[src/rtl/csvft_pkg.sv]
// csvft_pkg: types and constants for the CSV field tokenizer.
// No dependencies; used by csv_field_tokenizer, its checker and the test bench.

package csvft_pkg;

    // Fixed characters
    localparam logic [7:0] CH_CR    = 8'h0D;
    localparam logic [7:0] CH_LF    = 8'h0A;
    localparam logic [7:0] CH_QUOTE = 8'h22;

    // Separator after reset (comma)
    localparam logic [7:0] SEP_RESET = 8'h2C;

    // Input function codes
    localparam logic FUNC_CHAR = 1'b0;
    localparam logic FUNC_EOS  = 1'b1;

    // Result queue
    localparam int unsigned FIFO_DEPTH = 4;
    localparam int unsigned PTR_W      = $clog2(FIFO_DEPTH);
    localparam int unsigned CNT_W      = $clog2(FIFO_DEPTH + 1);

    typedef enum logic [2:0] {
        PH_LINE_START  = 3'd0,
        PH_FIELD_START = 3'd1,
        PH_PLAIN       = 3'd2,
        PH_QUOTED      = 3'd3,
        PH_QUOTE_SEEN  = 3'd4
    } phase_t;

    typedef enum logic [1:0] {
        K_CHAR         = 2'd0,
        K_END_FIELD    = 2'd1,
        K_END_RECORD   = 2'd2,
        K_EMPTY_RECORD = 2'd3
    } kind_t;

    typedef struct packed {
        kind_t      kind;
        logic [7:0] char_val;
    } result_t;

endpackage

[src/rtl/csv_field_tokenizer.sv]
// csv_field_tokenizer: streaming CSV tokenizer, quoted fields, CR/LF/CRLF line ends.
// Depends on csvft_pkg.
//
// Path: an accepted item is held in the input register, parsed once the
//   queue has room, and its results are written into the result queue.
// Throughput: one item per cycle while the queue has room; an item with two
//   results (a pending empty record plus its own result) pushes both into the
//   four-entry result queue. The queue takes an item only with two free slots.
// Reset: parser returns to line start, CR and empty-line flags clear, the
//   queue empties and the separator returns to comma.

module csv_field_tokenizer
    import csvft_pkg::*;
(
    input  logic       clk,
    input  logic       rst_n,
    // separator register write
    input  logic       cfg_wr_en,
    input  logic [7:0] cfg_wr_data,
    // input item channel
    input  logic       in_valid,
    output logic       in_stall,
    input  logic       func,
    input  logic [7:0] ch,
    // result item channel
    output logic       out_valid,
    input  logic       out_stall,
    output logic [1:0] kind,
    output logic [7:0] out_char
);

    // ------------------------------------------------------------------
    // Separator register
    // ------------------------------------------------------------------
    logic [7:0] sep_reg;

    always_ff @(posedge clk or negedge rst_n)
    begin
        if (!rst_n)
        begin
            sep_reg <= SEP_RESET;
        end
        else if (cfg_wr_en)
        begin
            sep_reg <= cfg_wr_data;
        end
    end

    // ------------------------------------------------------------------
    // Input register: holds one item until the parser can take it
    // ------------------------------------------------------------------
    logic       hold_valid_reg;
    logic       hold_valid_next;
    logic       hold_func_reg;
    logic [7:0] hold_ch_reg;
    logic       in_accept;
    logic       proc_fire;

    logic [CNT_W-1:0] cnt_reg;
    logic [CNT_W-1:0] cnt_next;

    // Parse only when the queue has room for the worst case of two results
    assign proc_fire = hold_valid_reg && (cnt_reg <= CNT_W'(FIFO_DEPTH - 2));
    assign in_stall  = hold_valid_reg && !proc_fire;
    assign in_accept = in_valid && !in_stall;

    always_comb
    begin
        hold_valid_next = hold_valid_reg;
        if (in_accept)
        begin
            hold_valid_next = 1'b1;
        end
        else if (proc_fire)
        begin
            hold_valid_next = 1'b0;
        end
    end

    always_ff @(posedge clk or negedge rst_n)
    begin
        if (!rst_n)
        begin
            hold_valid_reg <= 1'b0;
        end
        else
        begin
            hold_valid_reg <= hold_valid_next;
        end
    end

    always_ff @(posedge clk)
    begin
        if (in_accept)
        begin
            hold_func_reg <= func;
            hold_ch_reg   <= ch;
        end
    end

    // ------------------------------------------------------------------
    // Parser state
    // ------------------------------------------------------------------
    phase_t phase_reg;
    phase_t phase_next;
    logic   cr_seen_reg;
    logic   cr_seen_next;
    logic   pend_reg;       // empty line ended, its record not yet sent
    logic   pend_next;

    logic    emit_empty;    // pending empty record goes out first
    logic    main_valid;    // this character's own result
    result_t main_res;

    always_comb
    begin
        phase_next   = phase_reg;
        cr_seen_next = cr_seen_reg;
        pend_next    = pend_reg;
        emit_empty   = 1'b0;
        main_valid   = 1'b0;
        main_res     = '{kind: K_CHAR, char_val: 8'h00};

        if (hold_func_reg == FUNC_EOS)
        begin
            // end of stream: close an open line, drop a pending empty line
            if (phase_reg != PH_LINE_START)
            begin
                main_valid    = 1'b1;
                main_res.kind = K_END_RECORD;
            end
            phase_next   = PH_LINE_START;
            cr_seen_next = 1'b0;
            pend_next    = 1'b0;
        end
        else if (!(cr_seen_reg && hold_ch_reg == CH_LF))
        begin
            cr_seen_next = 1'b0;
            emit_empty   = pend_reg;
            pend_next    = 1'b0;

            if (hold_ch_reg == CH_CR || hold_ch_reg == CH_LF)
            begin
                cr_seen_next = (hold_ch_reg == CH_CR);
                if (phase_reg == PH_LINE_START)
                begin
                    pend_next = 1'b1;
                end
                else
                begin
                    main_valid    = 1'b1;
                    main_res.kind = K_END_RECORD;
                end
                phase_next = PH_LINE_START;
            end
            else
            begin
                case (phase_reg)
                    PH_PLAIN:
                    begin
                        main_valid = 1'b1;
                        if (hold_ch_reg == sep_reg)
                        begin
                            main_res.kind = K_END_FIELD;
                            phase_next    = PH_FIELD_START;
                        end
                        else
                        begin
                            main_res.char_val = hold_ch_reg;
                        end
                    end
                    PH_QUOTED:
                    begin
                        if (hold_ch_reg == CH_QUOTE)
                        begin
                            phase_next = PH_QUOTE_SEEN;
                        end
                        else
                        begin
                            main_valid        = 1'b1;
                            main_res.char_val = hold_ch_reg;
                        end
                    end
                    PH_QUOTE_SEEN:
                    begin
                        main_valid = 1'b1;
                        if (hold_ch_reg == CH_QUOTE)
                        begin
                            // doubled quote
                            main_res.char_val = CH_QUOTE;
                            phase_next        = PH_QUOTED;
                        end
                        else if (hold_ch_reg == sep_reg)
                        begin
                            main_res.kind = K_END_FIELD;
                            phase_next    = PH_FIELD_START;
                        end
                        else
                        begin
                            // text after the closing quote is copied as is
                            main_res.char_val = hold_ch_reg;
                            phase_next        = PH_PLAIN;
                        end
                    end
                    default:
                    begin
                        // line start or field start
                        if (hold_ch_reg == CH_QUOTE)
                        begin
                            phase_next = PH_QUOTED;
                        end
                        else if (hold_ch_reg == sep_reg)
                        begin
                            main_valid    = 1'b1;
                            main_res.kind = K_END_FIELD;
                            phase_next    = PH_FIELD_START;
                        end
                        else
                        begin
                            main_valid        = 1'b1;
                            main_res.char_val = hold_ch_reg;
                            phase_next        = PH_PLAIN;
                        end
                    end
                endcase
            end
        end
        else
        begin
            // LF right after CR is swallowed
            cr_seen_next = 1'b0;
        end
    end

    always_ff @(posedge clk or negedge rst_n)
    begin
        if (!rst_n)
        begin
            phase_reg   <= PH_LINE_START;
            cr_seen_reg <= 1'b0;
            pend_reg    <= 1'b0;
        end
        else if (proc_fire)
        begin
            phase_reg   <= phase_next;
            cr_seen_reg <= cr_seen_next;
            pend_reg    <= pend_next;
        end
    end

    // ------------------------------------------------------------------
    // Result queue: up to two pushes and one pop per cycle
    // ------------------------------------------------------------------
    result_t          res0;
    result_t          res1;
    logic [1:0]       push_n;
    logic             pop;
    result_t          fifo_mem [FIFO_DEPTH];
    logic [PTR_W-1:0] wr_ptr_reg;
    logic [PTR_W-1:0] wr_ptr_next;
    logic [PTR_W-1:0] rd_ptr_reg;
    logic [PTR_W-1:0] rd_ptr_next;

    always_comb
    begin
        res0 = main_res;
        res1 = main_res;
        if (emit_empty)
        begin
            res0 = '{kind: K_EMPTY_RECORD, char_val: 8'h00};
        end
        push_n = 2'd0;
        if (proc_fire)
        begin
            push_n = {1'b0, emit_empty} + {1'b0, main_valid};
        end
    end

    assign pop         = out_valid && !out_stall;
    assign wr_ptr_next = wr_ptr_reg + PTR_W'(push_n);
    assign rd_ptr_next = rd_ptr_reg + PTR_W'(pop);
    assign cnt_next    = cnt_reg + CNT_W'(push_n) - CNT_W'(pop);

    always_ff @(posedge clk or negedge rst_n)
    begin
        if (!rst_n)
        begin
            wr_ptr_reg <= '0;
            rd_ptr_reg <= '0;
            cnt_reg    <= '0;
        end
        else
        begin
            wr_ptr_reg <= wr_ptr_next;
            rd_ptr_reg <= rd_ptr_next;
            cnt_reg    <= cnt_next;
        end
    end

    always_ff @(posedge clk)
    begin
        if (push_n != 2'd0)
        begin
            fifo_mem[wr_ptr_reg] <= res0;
        end
        if (push_n == 2'd2)
        begin
            fifo_mem[wr_ptr_reg + PTR_W'(1)] <= res1;
        end
    end

    assign out_valid = (cnt_reg != '0);
    assign kind      = fifo_mem[rd_ptr_reg].kind;
    assign out_char  = fifo_mem[rd_ptr_reg].char_val;

endmodule

[config.mk]
export PLATFORM = sky130hd
export DESIGN_NAME = csv_field_tokenizer
export DESIGN_NICKNAME = d
export VERILOG_FILES = /design/src/rtl/csvft_pkg.sv /design/src/rtl/csv_field_tokenizer.sv
export SDC_FILE = /design/constraint.sdc
export NUM_CORES = 1
export LEC_CHECK = 0
export ABC_AREA = 1
export ABC_CLOCK_PERIOD_IN_PS = 3700
export BUFFER_PORTS_ARGS = -buffer_cell sky130_fd_sc_hd__buf_4
export CORE_UTILIZATION = 45
export DETAILED_ROUTE_END_ITERATION = 10
export HOLD_SLACK_MARGIN = 0.12
export PLACE_DENSITY = 0.62
export SYNTH_ARGS = -nofsm -noshare
export SYNTH_HDL_FRONTEND = slang
export SYNTH_SLANG_ARGS = --single-unit
[constraint.sdc]
create_clock -name clk -period 3.7 [get_ports clk]
set_input_delay 0.555 -clock clk [delete_from_list [all_inputs] [get_ports clk]]
set_output_delay 0.555 -clock clk [all_outputs]
set_load 0.005 [all_outputs]
* Yosys cells after proc, flatten, opt, wreduce, memory -nomap -nowiden
Memory sizes are Yosys's and may differ from the RTL's.
Index checks and enable logic that the tools add are counted.
** Operators by class
- $add $sub $neg :: 6
- Order comparisons :: 1
- Equal/unequal tests :: 11
- Multiplexer cells :: 47
- Reductions and logical operators :: 17
** Operators with widths (count)
- two-way mux 8 bit :: 5
- two-way mux 10 bit :: 3
- two-way mux 1 bit :: 24
- one-hot mux 8 bit (3 select lines) :: 1
- two-way mux 3 bit :: 6
- equality test 8 x 4 -> 1 bit, second input constant :: 2
- two-way mux 2 bit :: 6
- equality test 8 x 6 -> 1 bit, second input constant :: 1
- equality test 8 bit :: 1
- inequality test 4 bit, second input constant :: 2
- equality test 3 x 2 -> 1 bit, second input constant :: 2
- one-hot mux 2 bit (3 select lines) :: 1
- one-hot mux 3 bit (2 select lines) :: 1
- nonzero test 3 bit :: 2
- logical AND 1 bit :: 5
- AND reduction 4 bit :: 1
- nonzero test 2 bit :: 2
- adder 3 x 2 -> 3 bit :: 1
- equality test 3 bit, second input constant :: 1
- <= comparator 3 x 2 -> 1 bit, second input constant :: 1
- logical NOT 1 bit :: 3
- logical NOT 3 bit :: 1
- subtractor 3 x 1 -> 3 bit :: 1
- adder 1 x 1 -> 2 bit :: 1
- other kinds (8) :: 8
** Word-level totals
- Bits in registers :: 30
- RAM bits :: 40
- Output and inout bits :: 12
- Logic and storage cells :: 93
- Memories :: 1
** Memory list
- fifo_mem :: depth 4, width 10, rd ports 1, clocked after Yosys merged registers in 0, wr ports 2, line csv_field_tokenizer.sv:258 : result_t fifo_mem [FIFO_DEPTH];

* Logic depth before layout (Yosys ltp)
- Word-level depth :: 11
- Gate-level depth with buffers :: 17
- Depth with buffers taken out :: 17

* Worst setup path before layout
No wires, ideal clock.
- Kind :: reg2reg
- Start :: reg hold_ch_reg[7]
- End :: reg cnt_reg[2]
- Library setup time :: 123 ps
- Arrival :: 2614 ps
- Data required time :: 3577 ps
- Setup slack :: 963 ps
- Stages on the path, launching flop included :: 18
- Buffers on the path :: 0
- Path through :: edfxtp_1 > inv_1 > nand2_1 > nor2_1 > nand2_1 > nand2_2 > nand2_1 > nand3_1 > o21ai_0 > ha_1 > inv_1 > nor2_1 > inv_1 > ha_1 > inv_1 > ha_1 > fa_1 > xnor2_1
** Between the ends
- Cells in the longest elaborated chain, start to end :: 10
- Elaborated cells on any way between the ends :: 16
** RTL lines
- start, declared :: line csv_field_tokenizer.sv:55 : logic [7:0] hold_ch_reg;
- start signal, assigned :: line csv_field_tokenizer.sv:97 : hold_ch_reg <= ch;
- equality test 8 x 6 -> 1 bit :: line csv_field_tokenizer.sv:174, csv_field_tokenizer.sv:208
- two-way mux 1 bit :: line csv_field_tokenizer.sv:174 : if (hold_ch_reg == CH_QUOTE)
- two-way mux 1 bit
- two-way mux 1 bit :: line csv_field_tokenizer.sv:142 : if (hold_ch_reg == CH_CR || hold_ch_reg == CH_LF)
- two-way mux 1 bit :: line csv_field_tokenizer.sv:136 : else if (!(cr_seen_reg && hold_ch_reg == CH_LF))
- two-way mux 1 bit :: line csv_field_tokenizer.sv:124 : if (hold_func_reg == FUNC_EOS)
- adder 1 x 1 -> 2 bit * :: line csv_field_tokenizer.sv:275 : push_n = {1'b0, emit_empty} + {1'b0, main_valid};
- two-way mux 2 bit * :: line csv_field_tokenizer.sv:273 : if (proc_fire)
- adder 3 x 2 -> 3 bit * :: line csv_field_tokenizer.sv:282 : assign cnt_next = cnt_reg + CNT_W'(push_n) - CNT_W'(pop);
- subtractor 3 x 1 -> 3 bit * :: line csv_field_tokenizer.sv:282
- named net cnt_next[2] :: line csv_field_tokenizer.sv:60 : logic [CNT_W-1:0] cnt_next;
- end signal, assigned :: line csv_field_tokenizer.sv:296 : cnt_reg <= cnt_next;
- end, declared :: line csv_field_tokenizer.sv:59 : logic [CNT_W-1:0] cnt_reg;
The timed path passes the listed nets; every way through them passes the cells marked *.
A chain may end at the register's enable or synchronous reset.

* Final worst setup path
Ends and elaborated chain as after synthesis.

==> results.sh <==
export IMPL_outcome="finished clean"
export IMPL_grt_pass1_vias=2513
export IMPL_worstSetupStartpoint="hold_ch_reg[7]"
export IMPL_routed_wl_um=6860
export IMPL_synthTopCellsByArea="edfxtp_1 (42%), dfrtp_1 (13%), nand2_1 (7.2%), nor2_1 (7.2%), inv_1 (4.4%)"
export IMPL_core_area_um2=7410
export IMPL_drive_gt1_share_pct=22.0
export IMPL_die_h_um=90.6
export IMPL_report_final_hold_viol_count=0
export IMPL_dr_pass1_iters=4
export IMPL_dp_slack_ps=698
export IMPL_pwr_share_comb_pct=36.0
export IMPL_synth_cell_types=29
export IMPL_setup_tns_ps=0
export IMPL_cts_made_buffers=9
export IMPL_ys_ff_latch=70
export IMPL_dp_final_hpwl_um=4970
export IMPL_area_growth_pct=16.1
export IMPL_yosysSeqAreaShare_pct=56.6
export IMPL_grt_max_degree=22
export IMPL_crit_type="flop to flop"
export IMPL_met2WireLength_um=3400
export IMPL_drv_slew=0
export IMPL_power_frac_clock_pct=21.7
export IMPL_switching_share_pct=35.6
export IMPL_synth_top_area_cell="edfxtp_1"
export IMPL_tritoncts="yes"
export IMPL_hold_path_class="input port to flop"
export IMPL_grt_pass1_wl_um=11500
export IMPL_post_place_cells=495
export IMPL_end_kind="flop"
export IMPL_clock_path_buffers=2
export IMPL_synthCells=365
export IMPL_synth_top_cell_area_share_pct=41.7
export IMPL_required_ps=3930
export IMPL_antenna_found_initial=0
export IMPL_layoutNonFillerInstCount=512
export IMPL_initial_utilization_pct=47.7
export IMPL_synth_async_reset_ratio_pct=30.0
export IMPL_slew_headroom_pct=48.2
export IMPL_seq_power_share_pct=42.2
export IMPL_die_w_um=90.6
export IMPL_cts_setup_buffers=0
export IMPL_switchingPower_mw=0.966
export IMPL_vias_per_cell=4.93
export IMPL_start_kind="flop"
export IMPL_min_period_over_period_pct=81.0
export IMPL_cts_sinks=70
export IMPL_largest_reg_flops=40
export IMPL_setup_violations=0
export IMPL_overflow=0
export IMPL_cts_max_level=3
export IMPL_rows=31
export IMPL_wl_met3_um=309
export IMPL_yosys_top_cells_count="nand2_1 (68), nor2_1 (68), edfxtp_1 (49), inv_1 (41), o21ai_0 (29)"
export IMPL_drt_initial_drc_count=140
export IMPL_boundaryPins=34
export IMPL_critPathMaxFanout=4
export IMPL_synth_edf_count=49
export IMPL_reg2reg_to="cnt_reg[2]"
export IMPL_synth_ff_type="edfxtp_1"
export IMPL_intPower_mw=1.75
export IMPL_rsz0062_at_grt="false"
export IMPL_reg2regPathDepth=17
export IMPL_wl_met1_um=3050
export IMPL_diodes=0
export IMPL_grt_usage_pct=18.2
export IMPL_min_period_ps=3000
export IMPL_worst_pin_slew_ps=774
export IMPL_dieArea_um2=8210
export IMPL_wire_per_inst_um=13.4
export IMPL_critPathCapture="cnt_reg[2]"
export IMPL_fin_worst_skew_ps=4.98
export IMPL_dr_max_layer_used="met4"
export IMPL_hold_slack_ps=383
export IMPL_max_vdd_ir_drop_mv=0.332
export IMPL_routabilityCongestion=0.835
export IMPL_fmax_mhz=334
export IMPL_fin_ws_ps=702
export IMPL_power_density_nw_per_um2=663
export IMPL_ys_warn_count=0
export IMPL_drc=0
export IMPL_maxCapViolCount=0
export IMPL_antenna_left=0
export IMPL_path_clk_slew_ps=70
export IMPL_synth_area_per_cell_um2=9.68
export IMPL_reg2reg_setup_slack_ps=700
export IMPL_regToRegStartpoint="hold_ch_reg[7]"
export IMPL_via_count=2524
export IMPL_nets=437
export IMPL_syn_area_um2=3530
export IMPL_cp_arrival_ps=3230
export IMPL_syn_nets=394
export IMPL_root_buffer="clkbuf_8"
export IMPL_io_buffer_count=33
export IMPL_leakagePower_nw=1.83
export IMPL_clk_insertion_delay_late_ps=350
==> layout make-up <==
type / count / area [um^2]
clock inverters: 4 / 47.5
flip-flops and latches: 70 / 2000
multi-input cells: 243 / 1330
repair buffers: 39 / 295
clock buffers: 12 / 135
well taps: 99 / 124
inverters: 45 / 169
fillers: 672 / 3310
==> layer usage <==
metal / track usage, % / vias to the layer above
met2: 31.3 / 53
met1: 22.3 / 1180
li1: - / 1284
met3: 3.11 / 7
met5: 0 / -
met4: 8.74 / 0
==> layout by cell type, fill, tap and decap left out, types with 9 or more instances in the layout <==
cell type  instances
nor2_1            68
nand2_1           68
edfxtp_1          49
inv_1             41
buf_4             38
o21ai_0           29
dfrtp_1           18
o22ai_1           14
nand3_1           10
nand3_2            9
clkbuf_8           9
==> worst max-delay path, stage by stage (launching register included) <==
cell      delay (ps)
edfxtp_1         430
inv_1            100
nand2_1           80
nor2_1           230
nand2_1          130
nand2_2          110
nand2_1           70
nand3_1           80
o21ai_0           80
ha_1             270
inv_1             70
nor2_1           190
inv_1             70
ha_1             270
inv_1             40
ha_1             180
fa_1             370
xnor2_1          130
==> per-stage QoR <==
step,total power [mW],utilization (%),instance area [um^2]
after floorplan,1.80,-,3530
after global placement,2.14,52.7,3910
after detailed placement,2.15,52.7,3910
after CTS,2.74,55.3,4100
after global routing,2.90,55.3,4100
final,2.72,55.3,4100
==> worst min path at each step <==
stage	from	end	slack [ps]	cells after the start
2_1_floorplan	rst_n	cnt_reg[0]	260	0
3_3_place_gp	rst_n	hold_valid_reg	470	1
3_5_place_dp	rst_n	cnt_reg[0]	470	1
4_1_cts	ch[5]	hold_ch_reg[5]	370	1
5_1_grt	ch[4]	hold_ch_reg[4]	380	1
6_report	ch[5]	hold_ch_reg[5]	380	1
==> power by group through the flow <==
stage / combinational [mW] / clock, mW / sequential, mW
final: 0.979 / 0.591 / 1.15
after global routing: 1.11 / 0.624 / 1.17
after CTS: 0.995 / 0.598 / 1.15
after detailed placement: 0.990 / 0 / 1.16
after global placement: 0.977 / 0 / 1.16
after floorplan: 0.671 / 0 / 1.13
==> kinds of logic after synthesis <==
logic type | synth area share [%]
AND/OR/NAND/NOR | 24.1
adder cells (fa/ha/maj) | 2.69
AO/OA/AOI/OAI | 7.86
XOR/XNOR | 1.98
flip-flops | 56.6
multiplexers | 0.956
buffers and inverters | 5.74
==> timing repair <==
| action | CTS | global route |
|---|---|---|
| hold buffers | 1 | 0 |
| resized for setup | 0 | 0 |
| hold endpoints to repair | 18 | 0 |
(Power assumes the default switching activity.)
